`src/pps_pkg.sv`:
```
// pps_pkg: shared constants for the preemptive priority scheduler
// request codes, fixed result field widths and parameter defaults
// no dependencies
package pps_pkg;

    // fixed widths of the transaction fields
    localparam int REQ_W  = 2;
    localparam int TIME_W = 20;
    localparam int SLOT_W = 4;

    // request codes
    localparam logic [REQ_W-1:0] REQ_LOAD  = 2'd0;
    localparam logic [REQ_W-1:0] REQ_TICK  = 2'd1;
    localparam logic [REQ_W-1:0] REQ_CLEAR = 2'd2;

    // parameter defaults
    localparam int MAX_PROCS_DEF  = 16;
    localparam int BURST_BITS_DEF = 16;
    localparam int PRIO_BITS_DEF  = 8;

endpackage

```
`src/pps_table.sv`:
```
// pps_table: process table memory, one write port and one read port
// read data is registered and appears the cycle after rd_en; no dependencies
module pps_table #(
    parameter int DEPTH  = 16,
    parameter int DATA_W = 40
) (
    input  logic                     aclk,
    input  logic                     wr_en,
    input  logic [$clog2(DEPTH)-1:0] wr_addr,
    input  logic [DATA_W-1:0]        wr_data,
    input  logic                     rd_en,
    input  logic [$clog2(DEPTH)-1:0] rd_addr,
    output logic [DATA_W-1:0]        rd_data
);

    logic [DATA_W-1:0] mem [DEPTH];
    logic [DATA_W-1:0] rd_data_reg;

    // write port
    always_ff @(posedge aclk) begin
        if (wr_en) begin
            mem[wr_addr] <= wr_data;
        end
    end

    // registered read port
    always_ff @(posedge aclk) begin
        if (rd_en) begin
            rd_data_reg <= mem[rd_addr];
        end
    end

    assign rd_data = rd_data_reg;

endmodule

```
`src/preemptive_priority_scheduler.sv`:
```
// preemptive_priority_scheduler: top level, request decode, table scan and update
// depends on pps_pkg and pps_table
//
//   channel | direction | ports                                          | handshake
//   s_      | in        | s_req_type, s_burst, s_prio                    | s_valid/s_ready
//   m_      | out       | m_ran_valid, m_ran_slot, m_finished,           | m_valid/m_ready
//           |           | m_finish_at, m_waiting, m_turnaround           |
//
// Load and clear transactions give no result. During a tick the single read
// port of the table is swept one slot per cycle over the loaded slots, then
// the chosen slot is written back; an idle tick on an empty table skips the
// sweep and goes straight to the result. Reset clears the control state
// and the slot count; the table contents need no clearing. A tick result waits
// in the output register while m_ready is low; the next transaction is still
// taken, and a following tick holds in its last cycle until the register frees.
module preemptive_priority_scheduler #(
    parameter int MAX_PROCS  = pps_pkg::MAX_PROCS_DEF,
    parameter int BURST_BITS = pps_pkg::BURST_BITS_DEF,
    parameter int PRIO_BITS  = pps_pkg::PRIO_BITS_DEF
) (
    input  logic                        aclk,
    input  logic                        aresetn,
    input  logic                        s_valid,
    output logic                        s_ready,
    input  logic [pps_pkg::REQ_W-1:0]   s_req_type,
    input  logic [BURST_BITS-1:0]       s_burst,
    input  logic [PRIO_BITS-1:0]        s_prio,
    output logic                        m_valid,
    input  logic                        m_ready,
    output logic                        m_ran_valid,
    output logic [pps_pkg::SLOT_W-1:0]  m_ran_slot,
    output logic                        m_finished,
    output logic [pps_pkg::TIME_W-1:0]  m_finish_at,
    output logic [pps_pkg::TIME_W-1:0]  m_waiting,
    output logic [pps_pkg::TIME_W-1:0]  m_turnaround
);

    localparam int IDX_W = (MAX_PROCS > 1) ? $clog2(MAX_PROCS) : 1;
    localparam int CNT_W = IDX_W + 1;
    localparam int ENT_W = 2 * BURST_BITS + PRIO_BITS;
    localparam int TW    = pps_pkg::TIME_W;
    localparam int CMP_W = (BURST_BITS > TW) ? BURST_BITS : TW;

    typedef enum logic [1:0] {
        ST_IDLE,
        ST_SCAN,
        ST_FINISH
    } state_t;

    state_t                      state_reg, state_next;
    logic [CNT_W-1:0]            count_reg, count_next;
    logic [TW-1:0]               time_reg, time_next;
    logic [IDX_W-1:0]            ev_idx_reg, ev_idx_next;
    logic                        found_reg, found_next;
    logic [PRIO_BITS-1:0]        best_prio_reg, best_prio_next;
    logic [IDX_W-1:0]            pick_reg, pick_next;
    logic [BURST_BITS-1:0]       pick_burst_reg, pick_burst_next;
    logic [BURST_BITS-1:0]       pick_left_reg, pick_left_next;

    logic                        m_valid_reg, m_valid_next;
    logic                        ran_valid_reg, ran_valid_next;
    logic [pps_pkg::SLOT_W-1:0]  ran_slot_reg, ran_slot_next;
    logic                        finished_reg, finished_next;
    logic [TW-1:0]               finish_at_reg, finish_at_next;
    logic [TW-1:0]               waiting_reg, waiting_next;

    // table port signals
    logic                        mem_we, mem_re;
    logic [IDX_W-1:0]            mem_waddr, mem_raddr;
    logic [ENT_W-1:0]            mem_wdata, mem_rdata;

    // fields of the entry read back
    logic [BURST_BITS-1:0]       rd_burst, rd_left;
    logic [PRIO_BITS-1:0]        rd_prio;

    logic                        out_free;
    logic                        cand;
    logic                        last_slot;
    logic [IDX_W-1:0]            ev_idx_inc;
    logic [BURST_BITS-1:0]       left_dec;
    logic [TW-1:0]               fin;
    logic [CMP_W-1:0]            fin_ext, burst_ext, wait_diff;
    logic [IDX_W+pps_pkg::SLOT_W-1:0] slot_ext;

    pps_table #(
        .DEPTH  (MAX_PROCS),
        .DATA_W (ENT_W)
    ) u_table (
        .aclk    (aclk),
        .wr_en   (mem_we),
        .wr_addr (mem_waddr),
        .wr_data (mem_wdata),
        .rd_en   (mem_re),
        .rd_addr (mem_raddr),
        .rd_data (mem_rdata)
    );

    // entry layout: {burst, prio, left}
    assign rd_left  = mem_rdata[BURST_BITS-1:0];
    assign rd_prio  = mem_rdata[BURST_BITS+PRIO_BITS-1:BURST_BITS];
    assign rd_burst = mem_rdata[ENT_W-1:BURST_BITS+PRIO_BITS];

    // scan and completion arithmetic
    assign cand       = (rd_left != '0) && (!found_reg || (rd_prio < best_prio_reg));
    assign ev_idx_inc = ev_idx_reg + IDX_W'(1);
    assign last_slot  = (({1'b0, ev_idx_reg} + CNT_W'(1)) == count_reg);
    assign left_dec   = pick_left_reg - BURST_BITS'(1);
    assign fin        = time_reg + TW'(1);
    assign fin_ext    = CMP_W'(fin);
    assign burst_ext  = CMP_W'(pick_burst_reg);
    assign wait_diff  = (burst_ext > fin_ext) ? '0 : (fin_ext - burst_ext);
    assign slot_ext   = {{pps_pkg::SLOT_W{1'b0}}, pick_reg};

    assign out_free = !m_valid_reg || m_ready;
    assign s_ready  = (state_reg == ST_IDLE);

    // next state, table accesses and result
    always_comb begin
        state_next      = state_reg;
        count_next      = count_reg;
        time_next       = time_reg;
        ev_idx_next     = ev_idx_reg;
        found_next      = found_reg;
        best_prio_next  = best_prio_reg;
        pick_next       = pick_reg;
        pick_burst_next = pick_burst_reg;
        pick_left_next  = pick_left_reg;
        m_valid_next    = m_valid_reg;
        ran_valid_next  = ran_valid_reg;
        ran_slot_next   = ran_slot_reg;
        finished_next   = finished_reg;
        finish_at_next  = finish_at_reg;
        waiting_next    = waiting_reg;

        mem_we    = 1'b0;
        mem_waddr = pick_reg;
        mem_wdata = {pick_burst_reg, best_prio_reg, left_dec};
        mem_re    = 1'b0;
        mem_raddr = ev_idx_inc;

        if (m_valid_reg && m_ready) begin
            m_valid_next = 1'b0;
        end

        unique case (state_reg)
            ST_IDLE: begin
                if (s_valid) begin
                    unique case (s_req_type)
                        pps_pkg::REQ_LOAD: begin
                            if (count_reg < CNT_W'(MAX_PROCS)) begin
                                mem_we     = 1'b1;
                                mem_waddr  = count_reg[IDX_W-1:0];
                                mem_wdata  = {s_burst, s_prio, s_burst};
                                count_next = count_reg + CNT_W'(1);
                            end
                        end
                        pps_pkg::REQ_TICK: begin
                            found_next  = 1'b0;
                            ev_idx_next = '0;
                            if (count_reg != '0) begin
                                mem_re     = 1'b1;
                                mem_raddr  = '0;
                                state_next = ST_SCAN;
                            end else begin
                                state_next = ST_FINISH;
                            end
                        end
                        pps_pkg::REQ_CLEAR: begin
                            count_next = '0;
                            time_next  = '0;
                        end
                        default: ;
                    endcase
                end
            end
            ST_SCAN: begin
                // keep the smallest priority, earliest slot wins ties
                if (cand) begin
                    found_next      = 1'b1;
                    best_prio_next  = rd_prio;
                    pick_next       = ev_idx_reg;
                    pick_burst_next = rd_burst;
                    pick_left_next  = rd_left;
                end
                if (last_slot) begin
                    state_next = ST_FINISH;
                end else begin
                    ev_idx_next = ev_idx_inc;
                    mem_re      = 1'b1;
                end
            end
            ST_FINISH: begin
                if (out_free) begin
                    m_valid_next   = 1'b1;
                    ran_valid_next = 1'b0;
                    ran_slot_next  = '0;
                    finished_next  = 1'b0;
                    finish_at_next = '0;
                    waiting_next   = '0;
                    if (found_reg) begin
                        // run the chosen process one unit and write it back
                        mem_we         = 1'b1;
                        ran_valid_next = 1'b1;
                        ran_slot_next  = slot_ext[pps_pkg::SLOT_W-1:0];
                        time_next      = fin;
                        if (left_dec == '0) begin
                            finished_next  = 1'b1;
                            finish_at_next = fin;
                            waiting_next   = wait_diff[TW-1:0];
                        end
                    end
                    state_next = ST_IDLE;
                end
            end
            default: begin
                state_next = ST_IDLE;
            end
        endcase
    end

    // state and registered outputs
    always_ff @(posedge aclk) begin
        if (!aresetn) begin
            state_reg   <= ST_IDLE;
            count_reg   <= '0;
            time_reg    <= '0;
            found_reg   <= 1'b0;
            m_valid_reg <= 1'b0;
        end else begin
            state_reg   <= state_next;
            count_reg   <= count_next;
            time_reg    <= time_next;
            found_reg   <= found_next;
            m_valid_reg <= m_valid_next;
        end
        ev_idx_reg     <= ev_idx_next;
        best_prio_reg  <= best_prio_next;
        pick_reg       <= pick_next;
        pick_burst_reg <= pick_burst_next;
        pick_left_reg  <= pick_left_next;
        ran_valid_reg  <= ran_valid_next;
        ran_slot_reg   <= ran_slot_next;
        finished_reg   <= finished_next;
        finish_at_reg  <= finish_at_next;
        waiting_reg    <= waiting_next;
    end

    assign m_valid      = m_valid_reg;
    assign m_ran_valid  = ran_valid_reg;
    assign m_ran_slot   = ran_slot_reg;
    assign m_finished   = finished_reg;
    assign m_finish_at  = finish_at_reg;
    assign m_waiting    = waiting_reg;
    assign m_turnaround = finish_at_reg;

endmodule

```
`config.mk`:
```
export PLATFORM = sky130hd
export DESIGN_NAME = preemptive_priority_scheduler
export DESIGN_NICKNAME = d
export VERILOG_FILES = /design/src/pps_pkg.sv /design/src/pps_table.sv /design/src/preemptive_priority_scheduler.sv
export SDC_FILE = /design/constraint.sdc
export NUM_CORES = 1
export LEC_CHECK = 0
export ABC_AREA = 1
export CORE_UTILIZATION = 60
export DETAILED_ROUTE_END_ITERATION = 6
export DONT_BUFFER_PORTS = 1
export PLACE_DENSITY_LB_ADDON = 0.25
export SYNTH_ARGS = -nofsm -noshare
export SYNTH_HDL_FRONTEND = slang
export SYNTH_SLANG_ARGS = --single-unit
```
`constraint.sdc`:
```
create_clock -name aclk -period 7.8 [get_ports aclk]
set_clock_uncertainty 0.1 [all_clocks]
set_input_delay 2.34 -clock aclk [delete_from_list [all_inputs] [get_ports aclk]]
set_output_delay 2.34 -clock aclk [all_outputs]
set_load 0.02 [all_outputs]
```
[After elaboration in Yosys (flattened, before gate mapping)]
Memories as Yosys holds them, arrays and structs flattened. A register that Yosys moved wholly into a read port is not among the register bits.
Cells that the tools add are included.
Cells by class
  reduce and logical (&&, ||, !) cells: 23
  $add $sub $neg: 6
  bitwise operators: 2
  equal/unequal tests: 14
  order comparisons: 3
  muxes and demuxes: 50
Operators by type and width (number)
  40-bit two-way mux: 4
  20-bit two-way mux: 4
  4-bit two-way mux: 11
  20-bit one-hot mux with 2 select lines: 1
  20-bit by 1-bit adder with 20-bit output (second input constant): 1
  16-bit by 20-bit greater-than comparator with 1-bit output: 1
  20-bit by 16-bit subtractor with 20-bit output: 1
  1-bit two-way mux: 18
  16-bit zero test: 1
  4-bit AND reduction: 4
  16-bit nonzero test: 1
  16-bit by 1-bit subtractor with 16-bit output (second input constant): 1
  2-bit != test (second input constant): 7
  2-bit two-way mux: 5
  5-bit one-hot mux with 2 select lines: 1
  8-bit less-than comparator: 1
  4-bit one-hot mux with 2 select lines: 1
  1-bit one-hot mux with 2 select lines: 3
  2-bit one-hot mux with 3 select lines: 1
  2-bit AND reduction: 3
  2-bit nonzero test: 3
  4-bit by 1-bit adder with 5-bit output (second input constant): 1
  5-bit by 1-bit adder with 5-bit output (second input constant): 1
  5-bit == test: 1
  14 further kinds: 22
Word-level totals
  memories kept: 1
  input bits: 30
  memory bits (writable): 640
  output and inout bits: 68
  register bits: 123
  word-level logic and storage cells: 114
Memory list
  u_table.mem: words 16, width 40, rd ports 1, clocked after memory_dff 1, write ports 1, line pps_table.sv:16  | logic [DATA_W-1:0] mem [DEPTH];

[Depth between registers and ports, before layout]
  word-level depth: 7
  mapped depth: 19

[Modules after synthesis]
From an unflattened synthesis, not the netlist that was laid out.
Second synthesis, totals
  cells, all modules: 3522
  area, all modules: 36024.6 µm²
By module, submodules not included
  pps_table: cells each 2643, area an instance 28691.3 µm², seq. area each 20419.6 µm², times used 1
  preemptive_priority_scheduler: cells each 879, area an instance 7333.3 µm², seq. area each 3403.3 µm², times used 1

[Least setup slack after synthesis]
No wires, ideal clock.
  path kind: input port to flip-flop
  from: input port m_ready
  to: memory u_table.mem[12][0] (enable)
  path slack: 547 ps
  arrival time: 6716 ps
  required time: 7263 ps
  cell stages on the path: 6
  library setup time: 437 ps
  buffers on the path: 0
  cell sequence: nor2_1 -> nor2_1 -> nand2_1 -> nand2_1 -> nand3_1 -> nor2_1
On the way
  longest elaborated chain between the ends: 5
RTL lines
  start, declared: line preemptive_priority_scheduler.sv:29  | input logic m_ready,
  1-bit logical OR: line preemptive_priority_scheduler.sv:114  | assign out_free = !m_valid_reg || m_ready;
  1-bit two-way mux: line preemptive_priority_scheduler.sv:193  | if (out_free) begin
  1-bit one-hot mux with 2 select lines: line preemptive_priority_scheduler.sv:145  | unique case (state_reg)
  1-bit two-way mux: line pps_table.sv:21  | if (wr_en) begin
  1-bit two-way mux (implied by the code): line pps_table.sv:22  | mem[wr_addr] <= wr_data;
  end, declared: line pps_table.sv:16
Every way passes these cells.

[Worst setup path after layout]
  from: input port s_valid
  to: memory u_table.mem[8][16] (enable)
On the way
  longest elaborated chain between the ends: 4
  elaborated cells between the ends (all ways): 6
RTL lines
  start, declared: line preemptive_priority_scheduler.sv:23  | input logic s_valid,
  1-bit two-way mux: line preemptive_priority_scheduler.sv:147  | if (s_valid) begin
  1-bit one-hot mux with 2 select lines: line preemptive_priority_scheduler.sv:145
  1-bit two-way mux: line pps_table.sv:21
  1-bit two-way mux (implied by the code): line pps_table.sv:22
Several ways; a longest one is shown, not always the timed one.

==> flow_summary.yaml <==
floorplan:
  die_h_um: 241
  dieWidth_um: 241
  num_rows: 87
  dieArea_um2: 58000
  start_util: 0.607
  coreArea_um2: 56400
  io_pins: 98
critical_path:
  path_buf_inv: 4
  cp_top_family: "simple AND/OR/NAND/NOR gates"
  path_max_fanout: 33
  endpoint_kind: "register"
  path_class: "in -> reg"
  crit_arrival_ps: 5250
  cp_slowest_cell: "nor2_4"
  r2r_cells: 15
  cp_data_required_time_ps: 8000
  cp_cell_sequence: "inv_1, nor2_4, nand3_2, buf_4, clkinv_1, or2_2, o21ai_0, nand2_1, nor2_4, buf_4"
  crit_cells: 10
  critical-path-max-stage-delay_ps: 760
  crit_path_start_kind: "input port"
power_and_ir_drop:
  clock_power_share: 0.432
  internal_power_mw: 7.14
  p_leak_nw: 13.5
  power_switching_mw: 2.00
  power_frac_seq: 0.523
  finalPower_mw: 9.13
  p_sw_frac: 0.218
  combinationalPowerShare: 0.045
  ir_worst_vdd_uv: 215
  power.density_nw_per_um2: 242
cells_and_area:
  final_nets: 2886
  final_common_cell: "edfxtp_1"
  layout_common_cells: "edfxtp_1 (774), nand2_1 (382), inv_1 (277), nor2_1 (248), o211ai_1 (240)"
  drive_gt1_frac: 0.127
  largest_reg_flops: 640
  synthToLayoutAreaGrowth_pct: 10.3
  finalInstanceArea_um2: 37700
grt:
  grt_pass1_vias: 21000
  grtUsageTotal: 0.291
  grt_max_degree: 168
  grt_overflow: 0
  antenna_found_initial: 8
  grt_pass1_wl_mm: 125
place:
  dp_hpwl_mm: 48.5
  placed_cell_area_um2: 35000
  pre_cts_ws_ps: 2200
  place.gp.congestion: 0.927
  io_buffers: 0
logic_synthesis:
  synthFlopType: "edfxtp_1"
  synth_edf_count: 774
  yosys_warnings: 0
  ys_seq_area_frac: 0.696
  syn_inst: 2847
  synth_nets: 2907
  syn_area_per_cell_um2: 12.0
  synth-async-reset-ratio: 0
  syn_area_um2: 34200
  ys_seq_elements: 803
  synth_cell_types: 49
clock_network:
  clk_pin_slew_worst_paths_ps: 60
  clock-sinks: 803
  clk-insertion-delay-late_ps: 650
  cts_buffer_depth: 3
  cts_tree: "built"
  cts_made_buffers: 81
  cts_max_level: 3
  cts_resized: 0
  root_buffer: "clkbuf_16"
  ctsHoldBuffers: 0
  post_cts_buffers: 0
timing:
  setup_viol: 0
  worst_slew_pin_slew_ps: 1340
  fin_crit_sh: 0.648
  rsz0062_at_grt: "false"
  slew_viol_final: 0
  finalHoldViolCount: 0
  fmax_mhz: 198
  whs_ps: 319
  finalSetupTns_ps: 0
  period_needed_ps: 5060
  worst_slack_ps: 2740
  relSlewSlack: 0.104
hold_path:
  min_path_cells: 0
  min_path_type: "reg -> reg"
detailed_routing:
  routed_via_density: 5.95
  wl_mm: 82.4
  drc: 0
  dr.pass1.iters: 6
  initialDrtViolationCount: 2319
  wl_per_cell_um: 22.6
  final_antenna_net_count: 0
  vias: 21700
run_status:
  outcome: "finished, final reports clean"
flow_run:
  max_cap_viol_count: 0
## worst register-to-register path, cell delays in order (launching register included)
cell and delay, ps:
dfxtp_1 510, ha_1 410, nand3_2 160, nor2_4 130, and2_1 190, nand3_1 100
xor2_1 340, inv_1 110, ha_1 370, nand2_1 130, nor4_1 280, nand2_1 90
nand2_1 130, nand3b_2 150, nand3_2 470, nor2_2 240
## cell families (layout without fill, tap and decap cells)
family | count (synthesis) | count (layout) | synth area share
xor gates and xnor gates | 36 | 36 | 0.00921
and+or+nand+nor | 1007 | 1007 | 0.133
other | 0 | 5 | 0
buffers and inverters | 458 | 502 | 0.0571
DFF | 803 | 803 | 0.696
AOI/OAI and AO/OA | 513 | 513 | 0.0936
adders and majority gates | 30 | 30 | 0.0112
## through the flow
step | utilization | cells
after floorplan | - | 2847
after global placement | 0.620 | 3497
after detailed placement | 0.620 | 3497
after CTS | 0.669 | 3645
after global routing | 0.669 | 3648
final | 0.669 | 3652
## power groups by stage
| stage | clock network, mW | logic, mW | registers [mW] |
|---|---|---|---|
| after global routing | 4.15 | 0.444 | 4.78 |
| after global placement | 0 | 0.391 | 4.87 |
| final | 3.95 | 0.407 | 4.78 |
| after detailed placement | 0 | 0.401 | 4.87 |
| after floorplan | 0 | 0.283 | 4.86 |
| after CTS | 3.98 | 0.404 | 4.78 |
## final timing paths
path | startpoint | endpoint | slack [ps]
worst max register to register | time_reg[0] | m_waiting[13] | 3700
worst max-delay path | s_valid | u_table.mem[8][16] | 2740
worst min-delay path | u_table.rd_data[33] | pick_burst_reg[9] | 320
worst min register to register | u_table.rd_data[33] | pick_burst_reg[9] | 320
## area by class of cell
type	count	area [um^2]
Tap cell	756	946
Clock buffer	93	2090
Sequential cell	803	23800
Inverter	291	1090
Clock inverter	55	624
Fill cell	4063	18700
Timing Repair Buffer	63	523
Multi-Input combinational cell	1586	8620
Antenna cell	5	12.5
## Yosys cell counts, drive strengths merged, types with 2 or more instances
library cell  count  area (um^2)
or2              86          538
nor2            301         1260
nor4              5         31.3
dfxtp            29          581
inv             288         1080
nor3              7         45.0
nand3           194         1010
nand2           396         1530
o211ai          240         1800
nand3b            6         48.8
xnor2            12          105
clkbuf           59          223
ha               29          363
a21oi            61          305
xor2             24          210
buf             108          639
clkinv            3         11.3
o21bai            6         48.8
nor3b             2         15.0
o21ai           199          996
and2              3         18.8
edfxtp          774        23200
nand4             7         50.1
## layer usage
metal / track usage / wire length, um / vias up
li1: - / - / 9972
met1: 0.399 / 32900 / 10500
met3: 0.0741 / 8440 / 191
met2: 0.455 / 38600 / 1081
met5: 0 / 14 / -
met4: 0.103 / 2410 / 2
Note: power is estimated with default switching activity, not from simulation.
